<file path="src/design/lfu_cache_lru_tiebreak_top_assert.svh">
// Assertion helpers included by the controller.
`ifndef LFU_CACHE_LRU_TIEBREAK_TOP_ASSERT_SVH
`define LFU_CACHE_LRU_TIEBREAK_TOP_ASSERT_SVH

// Consequent must hold in the same cycle as the antecedent.
`define LFU_ASSERT_SAME(lbl, clk, rstn, ante, cons, msg) \
  lbl: assert property (@(posedge clk) disable iff (!rstn) (ante) |-> (cons)) \
    else $error(msg);

// Consequent must hold in the cycle after the antecedent.
`define LFU_ASSERT_NEXT(lbl, clk, rstn, ante, cons, msg) \
  lbl: assert property (@(posedge clk) disable iff (!rstn) (ante) |=> (cons)) \
    else $error(msg);

`endif

</file>
<file path="src/design/lfucache_pkg.sv">
`timescale 1ns / 1ps
`default_nettype none

package lfucache_pkg;

  localparam int DATA_W          = 32;
  localparam int CAP_W           = 5;
  localparam int CAPACITY_DEF    = 16;
  localparam int COUNT_WIDTH_DEF = 16;

  localparam logic [CAP_W-1:0]  CAP_RESET  = 5'd16;
  localparam logic [DATA_W-1:0] MISS_VALUE = 32'hFFFF_FFFF;

  typedef enum logic {
    ACT_GET,
    ACT_PUT
  } action_e;

  typedef enum logic {
    UPD_HIT,
    UPD_INSERT
  } upd_e;

  typedef enum logic [1:0] {
    ST_IDLE,
    ST_SCAN,
    ST_DECIDE
  } state_e;

endpackage

`default_nettype wire

</file>
<file path="src/design/lfucache_req_if.sv">
`timescale 1ns / 1ps
`default_nettype none

interface lfucache_req_if
  import lfucache_pkg::*;
();
  logic                     valid;
  logic                     ready;
  action_e                  action;
  logic signed [DATA_W-1:0] key;
  logic signed [DATA_W-1:0] write_value;

  modport source (output valid, action, key, write_value, input ready);
  modport sink   (input valid, action, key, write_value, output ready);
endinterface

`default_nettype wire

</file>
<file path="src/design/lfucache_rsp_if.sv">
`timescale 1ns / 1ps
`default_nettype none

interface lfucache_rsp_if
  import lfucache_pkg::*;
();
  logic                     valid;
  logic                     ready;
  logic                     hit;
  logic signed [DATA_W-1:0] read_value;
  logic                     evicted;
  logic signed [DATA_W-1:0] evicted_key;

  modport source (output valid, hit, read_value, evicted, evicted_key, input ready);
  modport sink   (input valid, hit, read_value, evicted, evicted_key, output ready);
endinterface

`default_nettype wire

</file>
<file path="src/design/lfucache_cell.sv">
`timescale 1ns / 1ps
`default_nettype none

// One store slot. Folds its own entry into the scan record passed from the
// previous cell and registers it for the next; applies broadcast updates.
module lfucache_cell
  import lfucache_pkg::*;
#(
  parameter int  CAPACITY    = CAPACITY_DEF,
  parameter int  COUNT_WIDTH = COUNT_WIDTH_DEF,
  parameter int  INDEX       = 0,
  parameter type cmd_t       = logic,
  parameter type scan_t      = logic
) (
  input  wire   clk_i,
  input  wire   rst_ni,
  input  cmd_t  cmd_i,
  input  scan_t scan_i,
  output scan_t scan_o
);

  localparam int IDX_W = (CAPACITY > 1) ? $clog2(CAPACITY) : 1;
  localparam int OCC_W = $clog2(CAPACITY + 1);

  logic                   valid_q, valid_d;
  logic [DATA_W-1:0]      key_q, key_d;
  logic [DATA_W-1:0]      value_q, value_d;
  logic [COUNT_WIDTH-1:0] count_q, count_d;
  logic [IDX_W-1:0]       rank_q, rank_d;
  scan_t                  scan_q, scan_d;
  logic                   is_slot;

  assign is_slot = (cmd_i.slot == IDX_W'(INDEX));

  // scan merge
  always_comb begin
    scan_d = scan_i;
    if (valid_q) begin
      scan_d.occ = scan_i.occ + OCC_W'(1);
      if (key_q == cmd_i.key) begin
        scan_d.hit       = 1'b1;
        scan_d.hit_idx   = IDX_W'(INDEX);
        scan_d.hit_rank  = rank_q;
        scan_d.hit_value = value_q;
      end
      // lowest count wins, ties go to the oldest (highest rank)
      if (!scan_i.vic || (count_q < scan_i.vic_count) ||
          ((count_q == scan_i.vic_count) && (rank_q > scan_i.vic_rank))) begin
        scan_d.vic       = 1'b1;
        scan_d.vic_idx   = IDX_W'(INDEX);
        scan_d.vic_count = count_q;
        scan_d.vic_rank  = rank_q;
        scan_d.vic_key   = key_q;
      end
    end else if (!scan_i.free) begin
      scan_d.free     = 1'b1;
      scan_d.free_idx = IDX_W'(INDEX);
    end
  end

  // entry update
  always_comb begin
    valid_d = valid_q;
    key_d   = key_q;
    value_d = value_q;
    count_d = count_q;
    rank_d  = rank_q;
    if (cmd_i.upd_en) begin
      case (cmd_i.kind)
        UPD_HIT: begin
          if (is_slot) begin
            rank_d = '0;
            if (count_q != '1) count_d = count_q + COUNT_WIDTH'(1);
            if (cmd_i.write_en) value_d = cmd_i.value;
          end else if (valid_q && (rank_q < cmd_i.ref_rank)) begin
            rank_d = rank_q + IDX_W'(1);
          end
        end
        UPD_INSERT: begin
          if (is_slot) begin
            valid_d = 1'b1;
            key_d   = cmd_i.key;
            value_d = cmd_i.value;
            count_d = COUNT_WIDTH'(1);
            rank_d  = '0;
          end else if (valid_q && (!cmd_i.evict || (rank_q < cmd_i.ref_rank))) begin
            // younger than the victim, or no victim: moves into the victim's gap, opening rank 0 for the new entry
            rank_d = rank_q + IDX_W'(1);
          end
        end
        default: ;
      endcase
    end
  end

  always_ff @(posedge clk_i or negedge rst_ni) begin
    if (!rst_ni) begin
      valid_q <= 1'b0;
    end else begin
      valid_q <= valid_d;
    end
  end

  always_ff @(posedge clk_i) begin
    key_q   <= key_d;
    value_q <= value_d;
    count_q <= count_d;
    rank_q  <= rank_d;
    scan_q  <= scan_d;
  end

  assign scan_o = scan_q;

endmodule

`default_nettype wire

</file>
<file path="src/design/lfucache_ctrl.sv">
`timescale 1ns / 1ps
`default_nettype none

// Sequencer: takes an item, waits for the scan to ripple through the cell
// row, decides hit / insert / evict, broadcasts the update, loads the result.
module lfucache_ctrl
  import lfucache_pkg::*;
#(
  parameter int  CAPACITY = CAPACITY_DEF,
  parameter type cmd_t    = logic,
  parameter type scan_t   = logic
) (
  input  wire                   clk_i,
  input  wire                   rst_ni,
  lfucache_req_if.sink          req,
  lfucache_rsp_if.source        rsp,
  input  wire                   cfg_we_i,
  input  wire [CAP_W-1:0]       cfg_wdata_i,
  output cmd_t                  cmd_o,
  input  scan_t                 scan_i
);

  `include "lfu_cache_lru_tiebreak_top_assert.svh"

  localparam int IDX_W = (CAPACITY > 1) ? $clog2(CAPACITY) : 1;
  localparam int OCC_W = $clog2(CAPACITY + 1);
  localparam int LIM_W = (OCC_W > CAP_W) ? OCC_W : CAP_W;

  state_e            state_q, state_d;
  logic [IDX_W-1:0]  cnt_q, cnt_d;
  logic [CAP_W-1:0]  cap_q;
  action_e           action_q;
  logic [DATA_W-1:0] key_q, value_q;

  logic              rsp_valid_q;
  logic              hit_q, hit_d;
  logic [DATA_W-1:0] rdval_q, rdval_d;
  logic              ev_q, ev_d;
  logic [DATA_W-1:0] evkey_q, evkey_d;

  logic              accept, out_free, load;
  logic [LIM_W-1:0]  cap_ext, limit;
  logic              upd_en, upd_evict, upd_wr;
  upd_e              upd_kind;
  logic [IDX_W-1:0]  upd_slot, upd_rank;

  assign accept   = req.valid && req.ready;
  assign out_free = !rsp_valid_q || rsp.ready;

  // next state
  always_comb begin
    state_d = state_q;
    unique case (state_q)
      ST_IDLE:   if (req.valid) state_d = ST_SCAN;
      ST_SCAN:   if (cnt_q == IDX_W'(CAPACITY - 1)) state_d = ST_DECIDE;
      ST_DECIDE: if (out_free) state_d = ST_IDLE;
      default:   state_d = ST_IDLE;
    endcase
  end

  // state outputs
  always_comb begin
    req.ready = 1'b0;
    load      = 1'b0;
    cnt_d     = cnt_q;
    unique case (state_q)
      ST_IDLE: begin
        req.ready = 1'b1;
        cnt_d     = '0;
      end
      ST_SCAN:   cnt_d = cnt_q + IDX_W'(1);
      ST_DECIDE: load  = out_free;
      default: ;
    endcase
  end

  // decision from the completed scan record
  assign cap_ext = LIM_W'(cap_q);
  assign limit   = (cap_ext > LIM_W'(CAPACITY)) ? LIM_W'(CAPACITY) : cap_ext;

  always_comb begin
    hit_d     = 1'b0;
    rdval_d   = MISS_VALUE;
    ev_d      = 1'b0;
    evkey_d   = '0;
    upd_en    = 1'b0;
    upd_kind  = UPD_HIT;
    upd_evict = 1'b0;
    upd_wr    = 1'b0;
    upd_slot  = scan_i.hit_idx;
    upd_rank  = scan_i.hit_rank;
    if (limit != '0) begin
      if (scan_i.hit) begin
        hit_d  = 1'b1;
        upd_en = 1'b1;
        upd_wr = (action_q == ACT_PUT);
        if (action_q == ACT_GET) rdval_d = scan_i.hit_value;
      end else if (action_q == ACT_PUT) begin
        upd_kind = UPD_INSERT;
        if ((LIM_W'(scan_i.occ) >= limit) || !scan_i.free) begin
          if (scan_i.vic) begin
            upd_en    = 1'b1;
            upd_evict = 1'b1;
            upd_slot  = scan_i.vic_idx;
            upd_rank  = scan_i.vic_rank;
            ev_d      = 1'b1;
            evkey_d   = scan_i.vic_key;
          end
        end else begin
          upd_en   = 1'b1;
          upd_slot = scan_i.free_idx;
        end
      end
    end
  end

  always_comb begin
    cmd_o          = '0;
    cmd_o.key      = key_q;
    cmd_o.value    = value_q;
    cmd_o.upd_en   = load && upd_en;
    cmd_o.kind     = upd_kind;
    cmd_o.slot     = upd_slot;
    cmd_o.ref_rank = upd_rank;
    cmd_o.evict    = upd_evict;
    cmd_o.write_en = upd_wr;
  end

  always_ff @(posedge clk_i or negedge rst_ni) begin
    if (!rst_ni) begin
      state_q     <= ST_IDLE;
      cnt_q       <= '0;
      cap_q       <= CAP_RESET;
      rsp_valid_q <= 1'b0;
    end else begin
      state_q <= state_d;
      cnt_q   <= cnt_d;
      if (cfg_we_i) cap_q <= cfg_wdata_i;
      if (load) begin
        rsp_valid_q <= 1'b1;
      end else if (rsp.ready) begin
        rsp_valid_q <= 1'b0;
      end
    end
  end

  always_ff @(posedge clk_i) begin
    if (accept) begin
      action_q <= req.action;
      key_q    <= DATA_W'(req.key);
      value_q  <= DATA_W'(req.write_value);
    end
    if (load) begin
      hit_q   <= hit_d;
      rdval_q <= rdval_d;
      ev_q    <= ev_d;
      evkey_q <= evkey_d;
    end
  end

  assign rsp.valid       = rsp_valid_q;
  assign rsp.hit         = hit_q;
  assign rsp.read_value  = rdval_q;
  assign rsp.evicted     = ev_q;
  assign rsp.evicted_key = evkey_q;

  `LFU_ASSERT_NEXT(a_accept_scan, clk_i, rst_ni, accept, state_q == ST_SCAN, "transfer did not start a scan")
  `LFU_ASSERT_NEXT(a_stall_hold, clk_i, rst_ni, (state_q == ST_DECIDE) && rsp_valid_q && !rsp.ready, (state_q == ST_DECIDE) && rsp_valid_q, "decision lost under output stall")
  `LFU_ASSERT_SAME(a_evict_put, clk_i, rst_ni, cmd_o.upd_en && cmd_o.evict, (action_q == ACT_PUT) && !scan_i.hit, "eviction without a missing put")

endmodule

`default_nettype wire

</file>
<file path="src/design/lfu_cache_lru_tiebreak_top.sv">
`timescale 1ns / 1ps
`default_nettype none

// LFU key/value store, least-recent tie break.
// req_i (sink): valid/ready transfer of action (get/put), key, write_value.
// rsp_o (source): valid/ready transfer of hit, read_value, evicted,
//   evicted_key; exactly one result per request, in order.
// cfg_we_i/cfg_wdata_i: capacity limit write, taken on any edge with we high;
//   write it only while no request is in flight.
// Storage is a row of CAPACITY cells, one slot each. A request is latched,
// then a scan record (key match, first free slot, occupancy, eviction victim)
// ripples through the row one cell per clock. The controller then decides
// and broadcasts a single update to all cells while loading the result.
// A request is taken only in the idle state, so the cell row scans one request
//   at a time; the result is registered when the decide state loads it.
// Stall: a finished result sits in the output register; the next request is
//   accepted and scanned meanwhile, and its decide cycle waits until the
//   output register is free.
// Reset: all slots empty, capacity limit 16, no result pending.
module lfu_cache_lru_tiebreak_top
  import lfucache_pkg::*;
#(
  parameter int CAPACITY    = CAPACITY_DEF,
  parameter int COUNT_WIDTH = COUNT_WIDTH_DEF
) (
  input  wire              clk_i,
  input  wire              rst_ni,
  lfucache_req_if.sink     req_i,
  lfucache_rsp_if.source   rsp_o,
  input  wire              cfg_we_i,
  input  wire [CAP_W-1:0]  cfg_wdata_i
);

  localparam int IDX_W = (CAPACITY > 1) ? $clog2(CAPACITY) : 1;
  localparam int OCC_W = $clog2(CAPACITY + 1);

  // broadcast: match key during the scan, update on the decide cycle
  typedef struct packed {
    logic [DATA_W-1:0] key;
    logic [DATA_W-1:0] value;
    logic              upd_en;
    upd_e              kind;
    logic [IDX_W-1:0]  slot;
    logic [IDX_W-1:0]  ref_rank;   // rank of the hit entry or the victim
    logic              evict;
    logic              write_en;   // put on a present key
  } cmd_t;

  // record handed cell to cell
  typedef struct packed {
    logic                   hit;
    logic [IDX_W-1:0]       hit_idx;
    logic [IDX_W-1:0]       hit_rank;
    logic [DATA_W-1:0]      hit_value;
    logic                   free;
    logic [IDX_W-1:0]       free_idx;
    logic [OCC_W-1:0]       occ;
    logic                   vic;
    logic [IDX_W-1:0]       vic_idx;
    logic [COUNT_WIDTH-1:0] vic_count;
    logic [IDX_W-1:0]       vic_rank;
    logic [DATA_W-1:0]      vic_key;
  } scan_t;

  cmd_t  cmd;
  scan_t chain [CAPACITY+1];

  // head of the row starts with nothing found
  assign chain[0] = '0;

  for (genvar i = 0; i < CAPACITY; i++) begin : g_cell
    lfucache_cell #(
      .CAPACITY    (CAPACITY),
      .COUNT_WIDTH (COUNT_WIDTH),
      .INDEX       (i),
      .cmd_t       (cmd_t),
      .scan_t      (scan_t)
    ) u_cell (
      .clk_i  (clk_i),
      .rst_ni (rst_ni),
      .cmd_i  (cmd),
      .scan_i (chain[i]),
      .scan_o (chain[i+1])
    );
  end

  lfucache_ctrl #(
    .CAPACITY (CAPACITY),
    .cmd_t    (cmd_t),
    .scan_t   (scan_t)
  ) u_ctrl (
    .clk_i       (clk_i),
    .rst_ni      (rst_ni),
    .req         (req_i),
    .rsp         (rsp_o),
    .cfg_we_i    (cfg_we_i),
    .cfg_wdata_i (cfg_wdata_i),
    .cmd_o       (cmd),
    .scan_i      (chain[CAPACITY])
  );

endmodule

`default_nettype wire
</file>
<file path="src/flat_wrapper.sv">
// flat-port wrapper written by rule: the top's interface ports become plain ports
module lfu_cache_lru_tiebreak_top_flat import lfucache_pkg::*;
#(
  parameter int CAPACITY    = CAPACITY_DEF,
  parameter int COUNT_WIDTH = COUNT_WIDTH_DEF
)
  (clk_i, rst_ni, cfg_we_i, cfg_wdata_i, req_i_valid, req_i_action, req_i_key, req_i_write_value, req_i_ready, rsp_o_valid, rsp_o_hit, rsp_o_read_value, rsp_o_evicted, rsp_o_evicted_key, rsp_o_ready);
  lfucache_req_if req_i_i ();
  lfucache_rsp_if rsp_o_i ();
  input  wire clk_i;
  input  wire rst_ni;
  input  wire cfg_we_i;
  input  wire [CAP_W-1:0] cfg_wdata_i;
  input wire logic [$bits(req_i_i.valid)-1:0] req_i_valid;
  input wire logic [$bits(req_i_i.action)-1:0] req_i_action;
  input wire logic [$bits(req_i_i.key)-1:0] req_i_key;
  input wire logic [$bits(req_i_i.write_value)-1:0] req_i_write_value;
  output wire logic [$bits(req_i_i.ready)-1:0] req_i_ready;
  output wire logic [$bits(rsp_o_i.valid)-1:0] rsp_o_valid;
  output wire logic [$bits(rsp_o_i.hit)-1:0] rsp_o_hit;
  output wire logic [$bits(rsp_o_i.read_value)-1:0] rsp_o_read_value;
  output wire logic [$bits(rsp_o_i.evicted)-1:0] rsp_o_evicted;
  output wire logic [$bits(rsp_o_i.evicted_key)-1:0] rsp_o_evicted_key;
  input wire logic [$bits(rsp_o_i.ready)-1:0] rsp_o_ready;
  assign req_i_i.valid = req_i_valid;
  assign req_i_i.action = req_i_action;
  assign req_i_i.key = req_i_key;
  assign req_i_i.write_value = req_i_write_value;
  assign req_i_ready = req_i_i.ready;
  assign rsp_o_valid = rsp_o_i.valid;
  assign rsp_o_hit = rsp_o_i.hit;
  assign rsp_o_read_value = rsp_o_i.read_value;
  assign rsp_o_evicted = rsp_o_i.evicted;
  assign rsp_o_evicted_key = rsp_o_i.evicted_key;
  assign rsp_o_i.ready = rsp_o_ready;
  lfu_cache_lru_tiebreak_top #(.CAPACITY(CAPACITY), .COUNT_WIDTH(COUNT_WIDTH)) u_core (.clk_i(clk_i), .rst_ni(rst_ni), .req_i(req_i_i), .rsp_o(rsp_o_i), .cfg_we_i(cfg_we_i), .cfg_wdata_i(cfg_wdata_i));
endmodule
</file>
<file path="config.mk">
export PLATFORM = sky130hd
export DESIGN_NAME = lfu_cache_lru_tiebreak_top_flat
export DESIGN_NICKNAME = d
export VERILOG_FILES = /design/src/design/lfucache_pkg.sv /design/src/design/lfucache_req_if.sv /design/src/design/lfucache_rsp_if.sv /design/src/design/lfucache_cell.sv /design/src/design/lfucache_ctrl.sv /design/src/design/lfu_cache_lru_tiebreak_top.sv /design/src/flat_wrapper.sv
export VERILOG_INCLUDE_DIRS = /design/src /design/src/design
export SDC_FILE = /design/constraint.sdc
export NUM_CORES = 2
export LEC_CHECK = 0
export BUFFER_PORTS_ARGS = -buffer_cell sky130_fd_sc_hd__buf_2
export CAP_MARGIN = 5
export CORE_UTILIZATION = 60
export DETAILED_ROUTE_END_ITERATION = 12
export MAX_ROUTING_LAYER = met4
export PLACE_DENSITY = 0.76
export SKIP_LAST_GASP = 1
export SYNTH_ARGS = -nofsm -noshare
export SYNTH_HDL_FRONTEND = slang
export SYNTH_SLANG_ARGS = --single-unit
</file>
<file path="constraint.sdc">
create_clock -name clk_i -period 9.45 [get_ports clk_i]
set_clock_uncertainty 0.15 [all_clocks]
set_input_delay 0.945 -clock clk_i [delete_from_list [all_inputs] [get_ports clk_i]]
set_output_delay 0.945 -clock clk_i [all_outputs]
set_load 0.02 [all_outputs]
</file>
==> load_flow_metrics.sql <==
INSERT INTO impl_metrics (metric_group, metric, value, unit) VALUES
('status', 'outcome', 'complete, no violations', ''),
('global_route', 'globalRoute.totalOverflow', '0', ''),
('floorplan', 'fp.dieArea', '200000', 'µm²'),
('final_layout', 'final_layout_size_suffix_gt1_share', '24.8', '%'),
('place', 'total_of_buffers_placed_on_input_and_output_ports', '142', ''),
('floorplan', 'core_region_area', '197000', 'µm²'),
('floorplan', 'io_pins', '143', ''),
('global_route', 'antenna_found_initial', '13', ''),
('clock_tree', 'h-tree-depth', '5', ''),
('global_route', 'grt_first_pass_wirelength', '426000', 'µm'),
('pwr', 'ir_drop', '0.000199', 'V'),
('clock_tree', 'postCtsSetupBuffers', '0', ''),
('yosys', 'netlist_top_cells_area', 'sky130_fd_sc_hd__edfxtp_1, sky130_fd_sc_hd__dfxtp_1, sky130_fd_sc_hd__mux2_2', ''),
('flow_run', 'cap_violations', '0', ''),
('clock_tree', 'cts_sinks', '3159', ''),
('clock_tree', 'worstSkewPairLatency', '0.95', 'ns'),
('setup_path', 'rr_worst_depth', '10', ''),
('sta', 'tns', '0', 'ns'),
('clock_tree', 'cts-root-to-sink-buffers', '4', ''),
('final_layout', 'post_layout_nonfiller_instances', '11700', ''),
('detailed_routing', 'detail_route.wl_per_cell', '24.6', 'µm'),
('clock_tree', 'cts.clk_slew.worst_paths', '0.06', 'ns'),
('sta', 'max_transition_viols_final', '0', ''),
('sta', 'final-setup-viol-count', '0', ''),
('detailed_routing', 'via_per_inst', '5.76', ''),
('yosys', 'synthSimpleGateAreaFrac', '7.50', '%'),
('detailed_routing', 'postRouteWirelength', '288000', 'µm'),
('sta', 'post-route-period-util', '55.0', '%'),
('detailed_routing', 'firstDrtPassIters', '6', ''),
('yosys', 'synth.yosys.warnings', '0', ''),
('final_layout', 'postLayoutCoreUtil', '68.2', '%'),
('sta', 'relSlewSlack', '11.1', '%'),
('yosys', 'synth_nets', '8926', ''),
('sta', 'maxClockFrequency', '193', 'MHz'),
('detailed_routing', 'drt-initial-drc-count', '5656', ''),
('yosys', 'post_synth.cell_area_avg', '14.1', 'µm²'),
('hold_path', 'worst_hold_path.num_cells', '1', ''),
('final_layout', 'final_layout_net_count', '9294', ''),
('setup_path', 'slowest_cell_delay_on_critical_path', '1.05', 'ns'),
('global_route', 'maximum_number_of_pins_on_one_net_before_global_route_repair', '137', ''),
('detailed_routing', 'number_of_nets_with_antenna_violations_after_detailed_routing', '0', ''),
('setup_path', 'worst-path-stages', '10', ''),
('floorplan', 'die_w', '448', 'µm'),
('setup_path', 'crit_path_top_delay_cell', 'sky130_fd_sc_hd__nor2_4', ''),
('sta', 'worst_pin_slew', '1.33', 'ns'),
('setup_path', 'family_with_the_most_delay_on_the_worst_path', 'compound AO/OA/AOI/OAI gates', ''),
('yosys', 'synth_sequential_area_ratio', '65.6', '%'),
('setup_path', 'critical_path_class', 'flop to flop', ''),
('yosys', 'synth_fa_ha_area_share', '4.21', '%'),
('yosys', 'synth_top_family_by_area', 'multiplexers', ''),
('yosys', 'synth.distinct_cells', '68', ''),
('clock_tree', 'cts_inserted_buffers', '319', ''),
('setup_path', 'worstPathBufferInverterCount', '1', ''),
('setup_path', 'path_cells', 'inv_1 > nand2_1 > ha_1 > a21oi_1 > o21ai_0 > a31oi_2 > a211oi_1 > a221o_1 > or3_1 > nor2_4', ''),
('hold_path', 'min_path_type', 'input port to flop', ''),
('floorplan', 'floorplan.initialDensity', '60.4', '%'),
('place', 'dp_hpwl', '184000', 'µm'),
('final_layout', 'stdcell_area', '134000', 'µm²'),
('pwr', 'cellPowerDensity', '223', 'nW/µm²'),
('setup_path', 'cp_data_arrival_time', '5.58', 'ns'),
('detailed_routing', 'routed-via-count', '67400', ''),
('detailed_routing', 'drc', '0', ''),
('place', 'globalplace.congestion', '0.900', ''),
('floorplan', 'std_cell_rows', '163', ''),
('yosys', 'synth_xor_xnor_area_share', '5.81', '%'),
('yosys', 'netlist_area', '119000', 'µm²'),
('place', 'place_inst', '11100', ''),
('yosys', 'ys_ff_latch', '3159', ''),
('sta', 'finalHoldViolCount', '0', ''),
('sta', 'final.hold.worst_slack', '0.0433', 'ns'),
('yosys', 'netlist.area_leader.share', '37.2', '%');
## kinds of logic (layout without fill, tap and decap cells)
group,count (synthesis),after routing
other,0,1
XOR/XNOR,790,790
AND/OR/NAND/NOR,1714,1714
AO/OA/AOI/OAI,423,423
adder cells (fa/ha/maj),401,401
buffers and inverters,645,1258
flip-flops,3159,3159
multiplexers,1318,1318
## registers in the layout, indices dropped and copies added (netlist names)
signal / cells
u_core.u_ctrl.key_q: 32
u_core.g_cell.u_cell.rank_q: 64
u_core.u_ctrl.rsp.evicted_key: 32
u_core.u_ctrl.cap_ext: 5
u_core.u_ctrl.cnt_q: 4
u_core.u_ctrl.rsp.valid: 1
u_core.g_cell.u_cell.value_q: 512
u_core.g_cell.u_cell.scan_o: 1656
u_core.g_cell.u_cell.count_q: 256
u_core.g_cell.u_cell.key_q: 512
u_core.u_ctrl.value_q: 32
u_core.u_ctrl.rsp.hit: 1
u_core.u_ctrl.action_q: 1
u_core.u_ctrl.state_q: 2
u_core.u_ctrl.rsp.evicted: 1
u_core.g_cell.u_cell.valid_q: 16
u_core.u_ctrl.rsp.read_value: 32
## layout make-up
class                   instances  area (µm²)
clock buffers                 466        9310
diodes                          1        2.50
flip-flops and latches       3159       78100
inverters                     343        1290
fillers                     13200       62800
clock inverters               100        1080
multi-input cells            4646       38900
well taps                    2640        3300
repair buffers                349        2430
## Yosys cell counts, types with 14 or more instances
master                        n
sky130_fd_sc_hd__xnor2_1    493
sky130_fd_sc_hd__nor2b_1     89
sky130_fd_sc_hd__mux2_4      34
sky130_fd_sc_hd__xor2_1     297
sky130_fd_sc_hd__a211oi_1    18
sky130_fd_sc_hd__buf_1       22
sky130_fd_sc_hd__nor4_1      61
sky130_fd_sc_hd__dfxtp_1   1656
sky130_fd_sc_hd__inv_1      343
sky130_fd_sc_hd__nand3_1    178
sky130_fd_sc_hd__clkbuf_1   224
sky130_fd_sc_hd__a21o_1      39
sky130_fd_sc_hd__mux2_2    1267
sky130_fd_sc_hd__nand4_1    200
sky130_fd_sc_hd__edfxtp_1  1475
sky130_fd_sc_hd__or3_1       32
sky130_fd_sc_hd__nor2_1     432
sky130_fd_sc_hd__or2_2      114
sky130_fd_sc_hd__ha_1       401
sky130_fd_sc_hd__buf_2       47
sky130_fd_sc_hd__and2_1     157
sky130_fd_sc_hd__nor3_1      53
sky130_fd_sc_hd__or4_1       14
sky130_fd_sc_hd__a21oi_1    102
sky130_fd_sc_hd__nand2b_1    86
sky130_fd_sc_hd__o21ai_0    150
sky130_fd_sc_hd__dfrtp_1     27
sky130_fd_sc_hd__o21a_1      23
sky130_fd_sc_hd__nand2_1    204
sky130_fd_sc_hd__and3_1      64
sky130_fd_sc_hd__mux2i_1     17
## layout by cell type (no fill, tap or decap), types with 88 or more instances in the layout
| master | Yosys | final |
|---|---|---|
| sky130_fd_sc_hd__dfxtp_1 | 1656 | 1656 |
| sky130_fd_sc_hd__edfxtp_1 | 1475 | 1475 |
| sky130_fd_sc_hd__mux2_2 | 1267 | 1267 |
| sky130_fd_sc_hd__xnor2_1 | 493 | 493 |
| sky130_fd_sc_hd__nor2_1 | 432 | 412 |
| sky130_fd_sc_hd__ha_1 | 401 | 401 |
| sky130_fd_sc_hd__inv_1 | 343 | 343 |
| sky130_fd_sc_hd__clkbuf_16 | 0 | 336 |
| sky130_fd_sc_hd__xor2_1 | 297 | 297 |
| sky130_fd_sc_hd__nand2_1 | 204 | 204 |
| sky130_fd_sc_hd__nand4_1 | 200 | 200 |
| sky130_fd_sc_hd__nand3_1 | 178 | 178 |
| sky130_fd_sc_hd__and2_1 | 157 | 156 |
| sky130_fd_sc_hd__o21ai_0 | 150 | 147 |
| sky130_fd_sc_hd__buf_4 | 2 | 145 |
| sky130_fd_sc_hd__buf_2 | 47 | 142 |
| sky130_fd_sc_hd__or2_2 | 114 | 114 |
| sky130_fd_sc_hd__a21oi_1 | 102 | 101 |
| sky130_fd_sc_hd__clkbuf_1 | 224 | 89 |
| sky130_fd_sc_hd__nor2b_1 | 89 | 88 |
## stage by stage
step | setup WS, ns | total power, µW
after floorplan | 1.03 | 16800
after global placement | 4.52 | 17600
after detailed placement | 4.35 | 17700
after CTS | 4.27 | 30100
after global routing | 4.11 | 30900
final | 4.26 | 30000
## worst register-to-register path: stages, from the launching register on
cell                       delay, ns
sky130_fd_sc_hd__dfstp_2        0.55
sky130_fd_sc_hd__inv_1          0.10
sky130_fd_sc_hd__nand2_1        0.08
sky130_fd_sc_hd__ha_1           0.24
sky130_fd_sc_hd__a21oi_1        0.13
sky130_fd_sc_hd__o21ai_0        0.16
sky130_fd_sc_hd__a31oi_2        0.92
sky130_fd_sc_hd__a211oi_1       0.15
sky130_fd_sc_hd__a221o_1        0.61
sky130_fd_sc_hd__or3_1          0.61
sky130_fd_sc_hd__nor2_4         1.06
## power breakdown
part	switching [µW]	internal [µW]	leakage, µW
Combinational	1250	861	0.0190
Clock	5110	7430	0.00510
Sequential	403	15000	0.0273
Total	6770	23300	0.0514
## routing by layer
metal | up-vias | global-route usage (%) | routed length, µm
met2 | 2279 | 47.2 | 139000
li1 | 30600 | - | -
met5 | - | - | 0
met3 | 591 | 4.50 | 17400
met1 | 33900 | 37.7 | 120000
met4 | 0 | 11.0 | 11000
## final timing paths
| path | from | to | slack (ns) |
|---|---|---|---|
| max | u_core.u_ctrl.cap_ext[4]$_DFFE_PN1P_ | u_core.g_cell[7].u_cell.value_q[25]$_DFFE_PP_ | 4.26 |
| min | req_i_key[30] | u_core.u_ctrl.key_q[30]$_DFFE_PP_ | 0.04 |
| max reg2reg | u_core.u_ctrl.cap_ext[4]$_DFFE_PN1P_ | u_core.g_cell[7].u_cell.value_q[25]$_DFFE_PP_ | 4.26 |
| min reg2reg | u_core.g_cell[5].u_cell.scan_o[105]$_DFF_P_ | u_core.g_cell[6].u_cell.scan_o[105]$_DFF_P_ | 0.23 |
| max in group asynchronous | rst_ni | u_core.g_cell[10].u_cell.valid_q$_DFFE_PN0P_ | 8.02 |
| min in group asynchronous | rst_ni | u_core.u_ctrl.cnt_q[0]$_DFFE_PN0P_ | 0.53 |
## what timing repair did
action | in CTS | in global routing
hold buffers | 61 | 0
resized for setup | 0 | 0
endpoints found under the hold margin | 69 | 0
(Power assumes the default switching activity.)
